<file path="src/rtl/hfac_pkg.sv">
// Package for the height feedback angle-of-attack controller.
// Holds the word types, register indexes, status codes, fixed-point constants,
// the controller state type and the saturation helpers. Depends on nothing.
package hfac_pkg;

    localparam int Q_W        = 32;   // signed Q16.16 word
    localparam int FRAC_W     = 16;
    localparam int SPEED_W    = 31;
    localparam int STATUS_W   = 2;
    localparam int CFG_IDX_W  = 3;
    localparam int DIVISOR_W  = 31;
    localparam int MUL_W      = 32;
    localparam int ACC_MAG_W  = 47;                 // |accel + g| < 2^47
    localparam int ACC_DIV_W  = ACC_MAG_W + FRAC_W; // 63-bit dividend
    localparam int RATE_MAG_W = 32;                 // |rate| <= 2^31
    localparam int RATE_DIV_W = RATE_MAG_W + FRAC_W;

    localparam int RATE_SCALE = 100;     // 1 / 0.01 s
    localparam int ACC_SCALE  = 10000;   // 1 / (0.01 s)^2
    localparam int GRAV_Q     = 642908;  // 9.81 in Q16.16

    localparam logic signed [Q_W-1:0] GAIN_RESET = 32'sd65536;
    localparam logic signed [Q_W-1:0] BIAS_RESET = 32'sd0;
    localparam logic [DIVISOR_W-1:0]  LIFT_RESET = 31'd65536;

    localparam logic [CFG_IDX_W-1:0] CFG_HEIGHT_GAIN = 3'd0;
    localparam logic [CFG_IDX_W-1:0] CFG_RATE_GAIN   = 3'd1;
    localparam logic [CFG_IDX_W-1:0] CFG_ANGLE_GAIN  = 3'd2;
    localparam logic [CFG_IDX_W-1:0] CFG_BIAS_TERM   = 3'd3;
    localparam logic [CFG_IDX_W-1:0] CFG_LIFT_SLOPE  = 3'd4;

    localparam logic [STATUS_W-1:0] STATUS_OK      = 2'd0;
    localparam logic [STATUS_W-1:0] STATUS_SAT     = 2'd1;
    localparam logic [STATUS_W-1:0] STATUS_DIV_ERR = 2'd2;

    localparam logic signed [63:0] Q_MAX64 = 64'sd2147483647;
    localparam logic signed [63:0] Q_MIN64 = -64'sd2147483648;

    typedef struct packed {
        logic signed [Q_W-1:0]   height;
        logic [SPEED_W-1:0]      speed;
    } in_word_t;

    typedef struct packed {
        logic signed [Q_W-1:0]   aoa_command;
        logic [STATUS_W-1:0]     status;
    } out_word_t;

    typedef enum logic [3:0] {
        ST_IDLE,
        ST_SCALE,
        ST_START,
        ST_RUN,
        ST_SIGN,
        ST_AOA,
        ST_M3GO,
        ST_M3WAIT,
        ST_SUM,
        ST_CMD
    } ctrl_state_t;

    function automatic logic ovf32(input logic signed [63:0] v);
        ovf32 = (v > Q_MAX64) || (v < Q_MIN64);
    endfunction

    function automatic logic signed [Q_W-1:0] sat32(input logic signed [63:0] v);
        if (v > Q_MAX64) begin
            sat32 = Q_MAX64[Q_W-1:0];
        end else if (v < Q_MIN64) begin
            sat32 = Q_MIN64[Q_W-1:0];
        end else begin
            sat32 = v[Q_W-1:0];
        end
    endfunction

endpackage

</file>
<file path="src/rtl/hfac_div.sv">
// Bit-serial restoring divider: one quotient bit per clock.
// Unsigned dividend of DIVIDEND_W bits over a nonzero DIVISOR_W-bit divisor.
// Depends on hfac_pkg.
module hfac_div #(
    parameter int DIVIDEND_W = hfac_pkg::ACC_DIV_W
) (
    input  logic                            aclk,
    input  logic                            aresetn,
    input  logic                            start,
    input  logic [DIVIDEND_W-1:0]           dividend,
    input  logic [hfac_pkg::DIVISOR_W-1:0]  divisor,
    output logic                            busy,
    output logic [DIVIDEND_W-1:0]           quotient
);
    import hfac_pkg::*;

    localparam int CNT_W = $clog2(DIVIDEND_W + 1);

    logic [DIVIDEND_W-1:0] quo_reg, quo_next;
    logic [DIVISOR_W-1:0]  rem_reg, rem_next;
    logic [DIVISOR_W-1:0]  dvs_reg;
    logic [CNT_W-1:0]      cnt_reg, cnt_next;
    logic                  busy_reg, busy_next;
    logic [DIVISOR_W:0]    trial;
    logic [DIVISOR_W+1:0]  diff;
    logic                  fits;

    // The dividend shifts out at the top while quotient bits shift in at the bottom.
    always_comb begin
        trial    = {rem_reg, quo_reg[DIVIDEND_W-1]};
        diff     = {1'b0, trial} - {2'b00, dvs_reg};
        fits     = !diff[DIVISOR_W+1];
        quo_next = quo_reg;
        rem_next = rem_reg;
        cnt_next = cnt_reg;
        busy_next = busy_reg;
        if (start) begin
            quo_next  = dividend;
            rem_next  = '0;
            cnt_next  = CNT_W'(DIVIDEND_W);
            busy_next = 1'b1;
        end else if (busy_reg) begin
            quo_next = {quo_reg[DIVIDEND_W-2:0], fits};
            rem_next = fits ? diff[DIVISOR_W-1:0] : trial[DIVISOR_W-1:0];
            cnt_next = cnt_reg - CNT_W'(1);
            if (cnt_reg == CNT_W'(1)) begin
                busy_next = 1'b0;
            end
        end
    end

    always_ff @(posedge aclk) begin
        if (!aresetn) begin
            busy_reg <= 1'b0;
            cnt_reg  <= '0;
        end else begin
            busy_reg <= busy_next;
            cnt_reg  <= cnt_next;
        end
    end

    always_ff @(posedge aclk) begin
        quo_reg <= quo_next;
        rem_reg <= rem_next;
        if (start) begin
            dvs_reg <= divisor;
        end
    end

    assign busy     = busy_reg;
    assign quotient = quo_reg;

endmodule

</file>
<file path="src/rtl/hfac_mul.sv">
// Bit-serial signed multiplier: one multiplier bit per clock, shift and add.
// The last (sign) bit subtracts the multiplicand. Depends on hfac_pkg.
module hfac_mul (
    input  logic                                 aclk,
    input  logic                                 aresetn,
    input  logic                                 start,
    input  logic signed [hfac_pkg::MUL_W-1:0]    mcand,
    input  logic signed [hfac_pkg::MUL_W-1:0]    mplier,
    output logic                                 busy,
    output logic signed [2*hfac_pkg::MUL_W-1:0]  product
);
    import hfac_pkg::*;

    localparam int CNT_W = $clog2(MUL_W + 1);
    localparam int EXT_W = MUL_W + 2;

    logic signed [MUL_W:0]   hi_reg, hi_next;
    logic [MUL_W-1:0]        lo_reg, lo_next;
    logic signed [MUL_W-1:0] mcand_reg;
    logic [CNT_W-1:0]        cnt_reg, cnt_next;
    logic                    busy_reg, busy_next;
    logic                    last_step;
    logic signed [EXT_W-1:0] addend, sum;

    // lo_reg holds the unused multiplier bits and collects product bits from the top.
    always_comb begin
        last_step = (cnt_reg == CNT_W'(1));
        if (lo_reg[0]) begin
            addend = last_step ? -EXT_W'(mcand_reg) : EXT_W'(mcand_reg);
        end else begin
            addend = '0;
        end
        sum       = EXT_W'(hi_reg) + addend;
        hi_next   = hi_reg;
        lo_next   = lo_reg;
        cnt_next  = cnt_reg;
        busy_next = busy_reg;
        if (start) begin
            hi_next   = '0;
            lo_next   = mplier;
            cnt_next  = CNT_W'(MUL_W);
            busy_next = 1'b1;
        end else if (busy_reg) begin
            hi_next  = sum[EXT_W-1:1];
            lo_next  = {sum[0], lo_reg[MUL_W-1:1]};
            cnt_next = cnt_reg - CNT_W'(1);
            if (last_step) begin
                busy_next = 1'b0;
            end
        end
    end

    always_ff @(posedge aclk) begin
        if (!aresetn) begin
            busy_reg <= 1'b0;
            cnt_reg  <= '0;
        end else begin
            busy_reg <= busy_next;
            cnt_reg  <= cnt_next;
        end
    end

    always_ff @(posedge aclk) begin
        hi_reg <= hi_next;
        lo_reg <= lo_next;
        if (start) begin
            mcand_reg <= mcand;
        end
    end

    assign busy    = busy_reg;
    assign product = {hi_reg[MUL_W-1:0], lo_reg};

endmodule

</file>
<file path="src/rtl/height_feedback_aoa_controller_core.sv">
// Top level of the height feedback angle-of-attack controller.
// Instantiates hfac_div and hfac_mul; depends on hfac_pkg.
//
// Each input word carries a Q16.16 height sample and a forward speed. The block keeps the
// two previous heights, forms the vertical rate and acceleration by finite differences over
// a 0.01 s tick, computes the needed angle of attack (accel + 9.81) / lift_slope plus
// rate / speed, and subtracts the feedback g1*h + g2*rate + g3*aoa + g4. The command is
// saturated to 32 bits and status reports 0 for ok, 1 when any stage saturated, and 2 with
// a zero command when speed or lift_slope is zero. The 63-step bit-serial divider for the
// acceleration term is the longest unit, and one 32-step bit-serial multiply for the angle
// gain runs after all units have finished. A zero speed word skips the arithmetic. One word
// is in work at a time, but a finished result waits in the output register, so the next
// word can be accepted while the previous one is unread.
// Configuration writes are taken in any cycle and must only be issued while the block is idle.
module height_feedback_aoa_controller_core (
    input  logic                              aclk,
    input  logic                              aresetn,
    input  logic                              s_valid,
    output logic                              s_ready,
    input  hfac_pkg::in_word_t                s_data,
    output logic                              m_valid,
    input  logic                              m_ready,
    output hfac_pkg::out_word_t               m_data,
    input  logic                              cfg_valid,
    output logic                              cfg_ready,
    input  logic [hfac_pkg::CFG_IDX_W-1:0]    cfg_index,
    input  logic [hfac_pkg::Q_W-1:0]          cfg_data
);
    import hfac_pkg::*;

    // Widths of the intermediate values, sized to their worst case.
    localparam int D1_W    = Q_W + 1;          // first difference
    localparam int D2_W    = Q_W + 2;          // second difference
    localparam int RATE_XW = D1_W + 7;         // first difference times 100
    localparam int NUM_W   = ACC_MAG_W + 1;    // accel + 9.81, signed
    localparam int T1_MW   = 57;               // clamp magnitude is 2^56
    localparam int T1_W    = T1_MW + 1;
    localparam int T2_W    = RATE_DIV_W + 1;
    localparam int AOA_XW  = T1_W + 1;
    localparam int PROD_W  = 2 * MUL_W;
    localparam int SHP_W   = PROD_W - FRAC_W;  // product shifted down by 16
    localparam int PSUM_W  = SHP_W + 2;
    localparam int P_W     = PSUM_W + 1;
    localparam int CMD_XW  = P_W + 1;
    localparam logic [ACC_DIV_W-1:0] T1_LIM = ACC_DIV_W'(1) << (T1_MW - 1);

    ctrl_state_t state_reg, state_next;

    // Configuration registers.
    logic signed [Q_W-1:0]  height_gain_reg, rate_gain_reg, angle_gain_reg, bias_term_reg;
    logic [DIVISOR_W-1:0]   lift_slope_reg;

    // Height history.
    logic signed [Q_W-1:0]  last_reg, older_reg;

    // Datapath registers for the word in work.
    logic signed [Q_W-1:0]    h_reg;
    logic [SPEED_W-1:0]       v_reg;
    logic                     err_reg;
    logic                     sat_reg;
    logic signed [D1_W-1:0]   d1_reg;
    logic signed [D2_W-1:0]   d2_reg;
    logic signed [Q_W-1:0]    rate_reg;
    logic signed [NUM_W-1:0]  num_reg;
    logic                     n_neg_reg, r_neg_reg;
    logic signed [T1_W-1:0]   t1_reg;
    logic signed [T2_W-1:0]   t2_reg;
    logic signed [PSUM_W-1:0] psum_reg;
    logic signed [Q_W-1:0]    aoa_reg;
    logic signed [P_W-1:0]    p_reg;
    out_word_t                out_reg, out_next;
    logic                     m_valid_reg;

    // Handshake and unit control.
    logic accept, err_now, slot_free, out_load;
    logic div_start, mul_a_start, mul_b_start;
    logic div_acc_busy, div_rate_busy, mul_a_busy, mul_b_busy;

    // Combinational datapath values.
    logic signed [RATE_XW-1:0]  rate_wide;
    logic signed [NUM_W-1:0]    num_next;
    logic [NUM_W-1:0]           num_abs;
    logic [RATE_MAG_W:0]        rate_abs;
    logic [ACC_DIV_W-1:0]       acc_dividend, acc_quot;
    logic [RATE_DIV_W-1:0]      rate_dividend, rate_quot;
    logic [T1_MW-1:0]           t1_mag;
    logic signed [AOA_XW-1:0]   aoa_wide;
    logic signed [CMD_XW-1:0]   cmd_wide;
    logic signed [MUL_W-1:0]    mul_a_mcand, mul_a_mplier;
    logic signed [PROD_W-1:0]   prod_a, prod_b;

    assign accept    = s_valid && s_ready;
    assign err_now   = (s_data.speed == '0) || (lift_slope_reg == '0);
    assign slot_free = !m_valid_reg || m_ready;
    assign cfg_ready = 1'b1;

    // Next state. The two dividers and the first two multiplies all start together in
    // ST_START; the angle-gain multiply has to wait for the angle of attack itself.
    always_comb begin
        state_next = state_reg;
        case (state_reg)
            ST_IDLE: begin
                if (s_valid) begin
                    state_next = err_now ? ST_CMD : ST_SCALE;
                end
            end
            ST_SCALE:  state_next = ST_START;
            ST_START:  state_next = ST_RUN;
            ST_RUN: begin
                if (!(div_acc_busy || div_rate_busy || mul_a_busy || mul_b_busy)) begin
                    state_next = ST_SIGN;
                end
            end
            ST_SIGN:   state_next = ST_AOA;
            ST_AOA:    state_next = ST_M3GO;
            ST_M3GO:   state_next = ST_M3WAIT;
            ST_M3WAIT: begin
                if (!mul_a_busy) begin
                    state_next = ST_SUM;
                end
            end
            ST_SUM:    state_next = ST_CMD;
            ST_CMD: begin
                if (slot_free) begin
                    state_next = ST_IDLE;
                end
            end
            default:   state_next = ST_IDLE;
        endcase
    end

    // Control outputs of the sequencer.
    always_comb begin
        s_ready      = 1'b0;
        div_start    = 1'b0;
        mul_a_start  = 1'b0;
        mul_b_start  = 1'b0;
        out_load     = 1'b0;
        mul_a_mcand  = height_gain_reg;
        mul_a_mplier = h_reg;
        case (state_reg)
            ST_IDLE:  s_ready = 1'b1;
            ST_START: begin
                div_start   = 1'b1;
                mul_a_start = 1'b1;
                mul_b_start = 1'b1;
            end
            ST_M3GO: begin
                mul_a_start  = 1'b1;
                mul_a_mcand  = angle_gain_reg;
                mul_a_mplier = aoa_reg;
            end
            ST_CMD:   out_load = slot_free;
            default:  s_ready = 1'b0;
        endcase
    end

    // Rate is saturated to 32 bits; the acceleration term is kept exact at 48 bits.
    assign rate_wide = RATE_XW'(d1_reg) * RATE_XW'(RATE_SCALE);
    assign num_next  = NUM_W'(d2_reg) * NUM_W'(ACC_SCALE) + NUM_W'(GRAV_Q);

    // The dividers work on magnitudes scaled up by 2^16; the sign is put back afterwards,
    // which gives truncation toward zero.
    assign num_abs       = num_reg[NUM_W-1] ? -num_reg : num_reg;
    assign rate_abs      = rate_reg[Q_W-1] ? -(RATE_MAG_W+1)'(rate_reg)
                                           : (RATE_MAG_W+1)'(rate_reg);
    assign acc_dividend  = {num_abs[ACC_MAG_W-1:0], {FRAC_W{1'b0}}};
    assign rate_dividend = {rate_abs[RATE_MAG_W-1:0], {FRAC_W{1'b0}}};

    // The acceleration quotient is clamped to 2^56 in magnitude before the sum.
    assign t1_mag   = (acc_quot > T1_LIM) ? T1_LIM[T1_MW-1:0] : acc_quot[T1_MW-1:0];
    assign aoa_wide = AOA_XW'(t1_reg) + AOA_XW'(t2_reg);
    assign cmd_wide = CMD_XW'(aoa_reg) - CMD_XW'(p_reg);

    always_comb begin
        out_next = '0;
        if (err_reg) begin
            out_next.aoa_command = '0;
            out_next.status      = STATUS_DIV_ERR;
        end else begin
            out_next.aoa_command = sat32(64'(cmd_wide));
            out_next.status      = (sat_reg || ovf32(64'(cmd_wide))) ? STATUS_SAT : STATUS_OK;
        end
    end

    // Control state, configuration and height history.
    always_ff @(posedge aclk) begin
        if (!aresetn) begin
            state_reg       <= ST_IDLE;
            m_valid_reg     <= 1'b0;
            height_gain_reg <= GAIN_RESET;
            rate_gain_reg   <= GAIN_RESET;
            angle_gain_reg  <= GAIN_RESET;
            bias_term_reg   <= BIAS_RESET;
            lift_slope_reg  <= LIFT_RESET;
            last_reg        <= '0;
            older_reg       <= '0;
        end else begin
            state_reg <= state_next;
            if (out_load) begin
                m_valid_reg <= 1'b1;
            end else if (m_ready) begin
                m_valid_reg <= 1'b0;
            end
            if (cfg_valid) begin
                case (cfg_index)
                    CFG_HEIGHT_GAIN: height_gain_reg <= cfg_data;
                    CFG_RATE_GAIN:   rate_gain_reg   <= cfg_data;
                    CFG_ANGLE_GAIN:  angle_gain_reg  <= cfg_data;
                    CFG_BIAS_TERM:   bias_term_reg   <= cfg_data;
                    CFG_LIFT_SLOPE:  lift_slope_reg  <= cfg_data[DIVISOR_W-1:0];
                    default:         lift_slope_reg  <= lift_slope_reg;
                endcase
            end
            // The history advances on every accepted word, error words included.
            if (accept) begin
                older_reg <= last_reg;
                last_reg  <= s_data.height;
            end
        end
    end

    // Payload registers of the word in work.
    always_ff @(posedge aclk) begin
        if (accept) begin
            h_reg   <= s_data.height;
            v_reg   <= s_data.speed;
            err_reg <= err_now;
            d1_reg  <= D1_W'(s_data.height) - D1_W'(last_reg);
            d2_reg  <= D2_W'(s_data.height) - (D2_W'(last_reg) <<< 1) + D2_W'(older_reg);
        end
        if (state_reg == ST_SCALE) begin
            rate_reg <= sat32(64'(rate_wide));
            sat_reg  <= ovf32(64'(rate_wide));
            num_reg  <= num_next;
        end
        if (state_reg == ST_START) begin
            n_neg_reg <= num_reg[NUM_W-1];
            r_neg_reg <= rate_reg[Q_W-1];
        end
        if (state_reg == ST_SIGN) begin
            t1_reg   <= n_neg_reg ? -$signed({1'b0, t1_mag}) : $signed({1'b0, t1_mag});
            t2_reg   <= r_neg_reg ? -$signed({1'b0, rate_quot}) : $signed({1'b0, rate_quot});
            // Shifting the exact product down by 16 is the floor the feedback calls for.
            psum_reg <= PSUM_W'($signed(prod_a[PROD_W-1:FRAC_W]))
                      + PSUM_W'($signed(prod_b[PROD_W-1:FRAC_W]))
                      + PSUM_W'(bias_term_reg);
        end
        if (state_reg == ST_AOA) begin
            aoa_reg <= sat32(64'(aoa_wide));
            sat_reg <= sat_reg || ovf32(64'(aoa_wide));
        end
        if (state_reg == ST_SUM) begin
            p_reg <= P_W'(psum_reg) + P_W'($signed(prod_a[PROD_W-1:FRAC_W]));
        end
        if (out_load) begin
            out_reg <= out_next;
        end
    end

    assign m_valid = m_valid_reg;
    assign m_data  = out_reg;

    // (accel + 9.81) / lift_slope
    hfac_div #(
        .DIVIDEND_W (ACC_DIV_W)
    ) u_div_acc (
        .aclk     (aclk),
        .aresetn  (aresetn),
        .start    (div_start),
        .dividend (acc_dividend),
        .divisor  (lift_slope_reg),
        .busy     (div_acc_busy),
        .quotient (acc_quot)
    );

    // rate / speed
    hfac_div #(
        .DIVIDEND_W (RATE_DIV_W)
    ) u_div_rate (
        .aclk     (aclk),
        .aresetn  (aresetn),
        .start    (div_start),
        .dividend (rate_dividend),
        .divisor  (v_reg),
        .busy     (div_rate_busy),
        .quotient (rate_quot)
    );

    // Height gain times height, then reused for angle gain times angle of attack.
    hfac_mul u_mul_a (
        .aclk    (aclk),
        .aresetn (aresetn),
        .start   (mul_a_start),
        .mcand   (mul_a_mcand),
        .mplier  (mul_a_mplier),
        .busy    (mul_a_busy),
        .product (prod_a)
    );

    // Rate gain times rate.
    hfac_mul u_mul_b (
        .aclk    (aclk),
        .aresetn (aresetn),
        .start   (mul_b_start),
        .mcand   (rate_gain_reg),
        .mplier  (rate_reg),
        .busy    (mul_b_busy),
        .product (prod_b)
    );

    // Only one word is in work, so acceptance closes the input in the cycle after it.
    assert property (@(posedge aclk) disable iff (!aresetn)
        accept |=> !s_ready)
        else $error("input accepted while a word was still in work");

    // Each accepted word shifts the height history by one place.
    assert property (@(posedge aclk) disable iff (!aresetn)
        accept |=> (last_reg == $past(s_data.height)) && (older_reg == $past(last_reg)))
        else $error("height history did not advance on an accepted word");

    // The sum stage may only read unit results once every serial unit has finished.
    assert property (@(posedge aclk) disable iff (!aresetn)
        (state_reg == ST_SIGN)
        |-> !(div_acc_busy || div_rate_busy || mul_a_busy || mul_b_busy))
        else $error("serial unit still busy when its result was used");

    // A division error always carries a zero command.
    assert property (@(posedge aclk) disable iff (!aresetn)
        (m_valid && (m_data.status == STATUS_DIV_ERR)) |-> (m_data.aoa_command == '0))
        else $error("division error word with a nonzero command");

endmodule

</file>
<file path="config.mk">
export PLATFORM = sky130hd
export DESIGN_NAME = height_feedback_aoa_controller_core
export DESIGN_NICKNAME = d
export VERILOG_FILES = /design/src/rtl/hfac_pkg.sv /design/src/rtl/hfac_div.sv /design/src/rtl/hfac_mul.sv /design/src/rtl/height_feedback_aoa_controller_core.sv
export SDC_FILE = /design/constraint.sdc
export NUM_CORES = 2
export LEC_CHECK = 0
export ABC_AREA = 1
export BUFFER_PORTS_ARGS = -buffer_cell sky130_fd_sc_hd__buf_2
export CAP_MARGIN = 20
export CORE_MARGIN = 4
export CORE_UTILIZATION = 40
export CTS_CLUSTER_DIAMETER = 50
export DETAILED_ROUTE_END_ITERATION = 6
export GPL_TIMING_DRIVEN = 0
export PLACE_DENSITY = 0.53
export SLEW_MARGIN = 40
export SYNTH_ARGS = -nofsm -noshare
export SYNTH_HDL_FRONTEND = slang
export SYNTH_SLANG_ARGS = --single-unit
</file>
<file path="constraint.sdc">
create_clock -name aclk -period 11.4 [get_ports aclk]
set_input_delay 1.14 -clock aclk [delete_from_list [all_inputs] [get_ports aclk]]
set_output_delay 1.14 -clock aclk [all_outputs]
set_load 0.005 [all_outputs]
</file>
==> summary.md <==
| Metric | Value |
|---|---|
| Remaining number of nets flagged by the antenna check after routing | `0` |
| Crit path max-delay cell type | `sky130_fd_sc_hd__edfxtp_1` |
| Maximum achievable frequency | `169 MHz` |
| Die area | `224000 sq um` |
| Min-Delay Startpoint | `rate_gain_reg[12]` |
| CTS root buf | `sky130_fd_sc_hd__clkbuf_16` |
| Post-DR wirelength/cell | `21.0 microns` |
| Clock transition at the registers of the reported paths | `0.06 ns` |
| Slew at the pin closest to its max-slew limit | `0.912 ns` |
| Number of global-route vias before repair | `73.7k` |
| Warning count from the yosys run | `0` |
| Status | `finished, final reports clean` |
| Quantity of gates resized following cts | `0` |
| DRC viols | `0` |
| Most used cell along the critical path | `sky130_fd_sc_hd__inv_1` |
| Min-delay worst type | `flip-flop to flip-flop` |
| Core region area | `215000 sq um` |
| Iteration-0 DRC count of the detailed router | `6743` |
| Most used standard cell by instance count after synthesis | `sky130_fd_sc_hd__nand2_1` |
| Starting utilization of the core area | `40.3%` |
| Seq/Total Area, Yosys | `35.6%` |
| Critical Path End Type | `flip-flop` |
| Most instantiated flip-flop cell in the synthesis netlist | `sky130_fd_sc_hd__edfxtp_1` |
| Detailed-routing iteration count for the pre-antenna-repair pass | `6` |
| Weighted congestion reported at the end of routability-driven placement | `0.986` |
| Cell type contributing the most total cell area after synthesis | `sky130_fd_sc_hd__edfxtp_1` |
| Number of antenna violations at the first check in global routing | `28` |
| Worst R2R Start | `d2_reg[33]` |
| Post-synth cell types | `71` |
| Nature of the critical path startpoint | `flip-flop` |
| Sum of overflow across all layers after global routing | `0` |
| Count of buffers from port buffering | `137` |
| Maximum single-stage delay on the critical path | `0.82 ns` |
| Maximum fanout along the worst path | `12` |
| Largest clock skew in the final design | `0.0686 ns` |
| Worst setup path category | `flip-flop to flip-flop` |
| Share of async-settable or async-resettable flops after synthesis | `0%` |
| Proportion of netlist area held by the largest area contributor | `26.0%` |
| Maximum root-to-sink buffer count | `3` |
| Die extent in y | `474 microns` |
| Number of H-tree branching levels | `4` |
| Sum Neg Setup Slack | `0 ns` |
| Clk sink count | `1168` |
| Clock Latency Late Sink | `0.86 ns` |
| Cells after Synth | `11.3k` |
| Number of vias in the routed layout | `77.4k` |
| Count of final max-slew check failures | `0` |
| Post-Route Hold Slack | `0.391 ns` |
| Area Growth Syn to Fin | `12.4%` |
| Number of flip-flops in the largest register | `63` |
| TritonCTS buffer count | `170` |
| Wire length of the first global-routing pass | `458 mm` |
| Hold Vio Cnt, Final | `0` |
| Critical path, cell by cell | `ha_1 > inv_1 > ha_1 > fa_1 > inv_1 > fa_1 > fa_1 > inv_1 > ha_1 > nand2_1 > nor2_1 > inv_1 > nor3_1 > nand4_1 > nand3_1 > xor2_1 > nand3_1 > nor2_1 > nand4_1 > nand3_1 > nand2_1` |
| Nets in the synthesized netlist | `12.3k` |
| Final period demand of the worst path | `5.90 ns` |
| Post-synthesis register bit count | `1168` |
| Die Wd | `474 microns` |
| Net total in the final layout | `12.6k` |
| TritonCTS clock tree | `done` |
| Timing startpoint of the critical path | `d2_reg[33]` |
| Fraction of final layout cells with drive strength greater than 1 | `5.63%` |
| Number of buffers added to fix hold violations after cts | `0` |
| Largest net degree at the start of global routing | `68` |
| Boundary pin count | `140` |
| Via-to-Cell Ratio | `5.29` |
| Synthesized cell area | `86800 sq um` |
| Post-route fraction of the period consumed by the critical path | `51.8%` |
| Required arrival time at the worst endpoint | `11.98 ns` |
| Max-cap viol count | `0` |
| All-layer global routing usage | `26.9%` |
| RSZ-0062 raised after global routing | `no` |
| Final WL | `307 mm` |
| Detail Placement HPWL | `256 mm` |
| Data arrival at the endpoint of the critical path | `6.48 ns` |
| Worst slew margin relative to its limit | `38.4%` |
| Post-synth top cells | `sky130_fd_sc_hd__nand2_1 (2308), sky130_fd_sc_hd__inv_1 (1907), sky130_fd_sc_hd__nor2_1 (1182)` |
| Setup violation total in the final timing report | `0` |
| Site row count | `170` |
| EDFF count, synth | `752` |
| Post-CTS Setup Inserts | `0` |
| Leading post-synthesis cells by cell area | `sky130_fd_sc_hd__edfxtp_1 (26%), sky130_fd_sc_hd__nand2_1 (10%), sky130_fd_sc_hd__ha_1 (9.9%), sky130_fd_sc_hd__dfxtp_1 (9.6%), sky130_fd_sc_hd__inv_1 (8.2%)` |
| Avg Inst Size Synth | `7.70 sq um` |
## placed cells by master, fill, tap and decap left out, types with 17 or more instances in the layout
cell / n
sky130_fd_sc_hd__o21a_1: 32
sky130_fd_sc_hd__o31ai_1: 21
sky130_fd_sc_hd__o22ai_1: 37
sky130_fd_sc_hd__or2_2: 25
sky130_fd_sc_hd__a21boi_0: 26
sky130_fd_sc_hd__buf_4: 17
sky130_fd_sc_hd__xnor2_1: 203
sky130_fd_sc_hd__dfxtp_1: 415
sky130_fd_sc_hd__clkbuf_16: 176
sky130_fd_sc_hd__buf_2: 173
sky130_fd_sc_hd__o21ai_1: 20
sky130_fd_sc_hd__a21o_1: 35
sky130_fd_sc_hd__inv_6: 26
sky130_fd_sc_hd__clkbuf_1: 188
sky130_fd_sc_hd__nor2_1: 1174
sky130_fd_sc_hd__ha_1: 690
sky130_fd_sc_hd__edfxtp_1: 752
sky130_fd_sc_hd__o211ai_1: 81
sky130_fd_sc_hd__o21ai_0: 801
sky130_fd_sc_hd__clkbuf_2: 26
sky130_fd_sc_hd__fa_1: 218
sky130_fd_sc_hd__inv_1: 1904
sky130_fd_sc_hd__xor2_1: 288
sky130_fd_sc_hd__a31oi_1: 76
sky130_fd_sc_hd__nand3b_1: 17
sky130_fd_sc_hd__nand2_1: 2307
sky130_fd_sc_hd__nor3_1: 150
sky130_fd_sc_hd__o221ai_1: 23
sky130_fd_sc_hd__nand4_1: 141
sky130_fd_sc_hd__nand3_1: 466
sky130_fd_sc_hd__a21oi_1: 788
sky130_fd_sc_hd__o21bai_1: 53
sky130_fd_sc_hd__mux2_2: 32
sky130_fd_sc_hd__a22oi_1: 37
sky130_fd_sc_hd__nor4_1: 65
## area by class of cell
cell class,count,area [sq um]
clock buffers,218,4620
diodes,12,30.0
flip-flops and latches,1168,30900
fillers,21800,118000
well taps,2838,3550
plain buffers,227,968
repair buffers,177,1280
clock inverters,101,1200
multi-input cells,7959,47800
inverters,1915,7200
## metrics by stage
step	setup slack (ns)	std cells	instance area, sq um	utilization (%)
global route	5.01	14600	97600	45.3
CTS	5.44	14600	97500	45.3
global placement	0.222	14200	91000	42.3
floorplan	3.39	11300	86800	-
finish	5.50	14600	97600	45.3
detailed placement	5.46	14300	91700	42.6
## cells by family after synthesis
logic type,after synthesis,share of synthesized area (%)
and+or+nand+nor,4425,21.1
buffers and inverters,2142,9.35
AOI/OAI and AO/OA,2093,13.4
DFF,1168,35.6
adders and majority gates,908,15.0
xor gates and xnor gates,500,5.12
muxes,32,0.415
other,1,0.00432
## worst max-delay path: cells and delay by family (launching register included)
| family | cells | cell delay (ns) |
|---|---|---|
| AND/OR/NAND/NOR | 10 | 1.64 |
| buffers and inverters | 4 | 0.27 |
| adder cells (fa/ha/maj) | 6 | 2.57 |
| XOR/XNOR | 1 | 0.32 |
| flip-flops | 1 | 0.82 |
## per-layer routing
layer  global-route usage, %  share of wire (%)  wire, microns  vias to the layer above
li1                        -                  -              -                    37900
met1                    38.1                 47         143000                    36600
met2                    41.5                 43         132000                     2336
met3                    4.20                6.6          20200                      434
met4                    9.57                3.8          11600                       18
met5                       0              0.032             99                        -
## final timing paths
path / depth (start not counted) / end / slack (ns)
setup / recovery: 21 / num_reg[45] / 5.50
hold / removal: 0 / u_mul_b.mcand_reg[12] / 0.39
setup reg to reg: 21 / num_reg[45] / 5.50
hold reg to reg: 0 / u_mul_b.mcand_reg[12] / 0.39
Power is left out: the tool's default activity adds up to more than one toggle a clock period on the data nets, which glitch-free logic cannot reach.
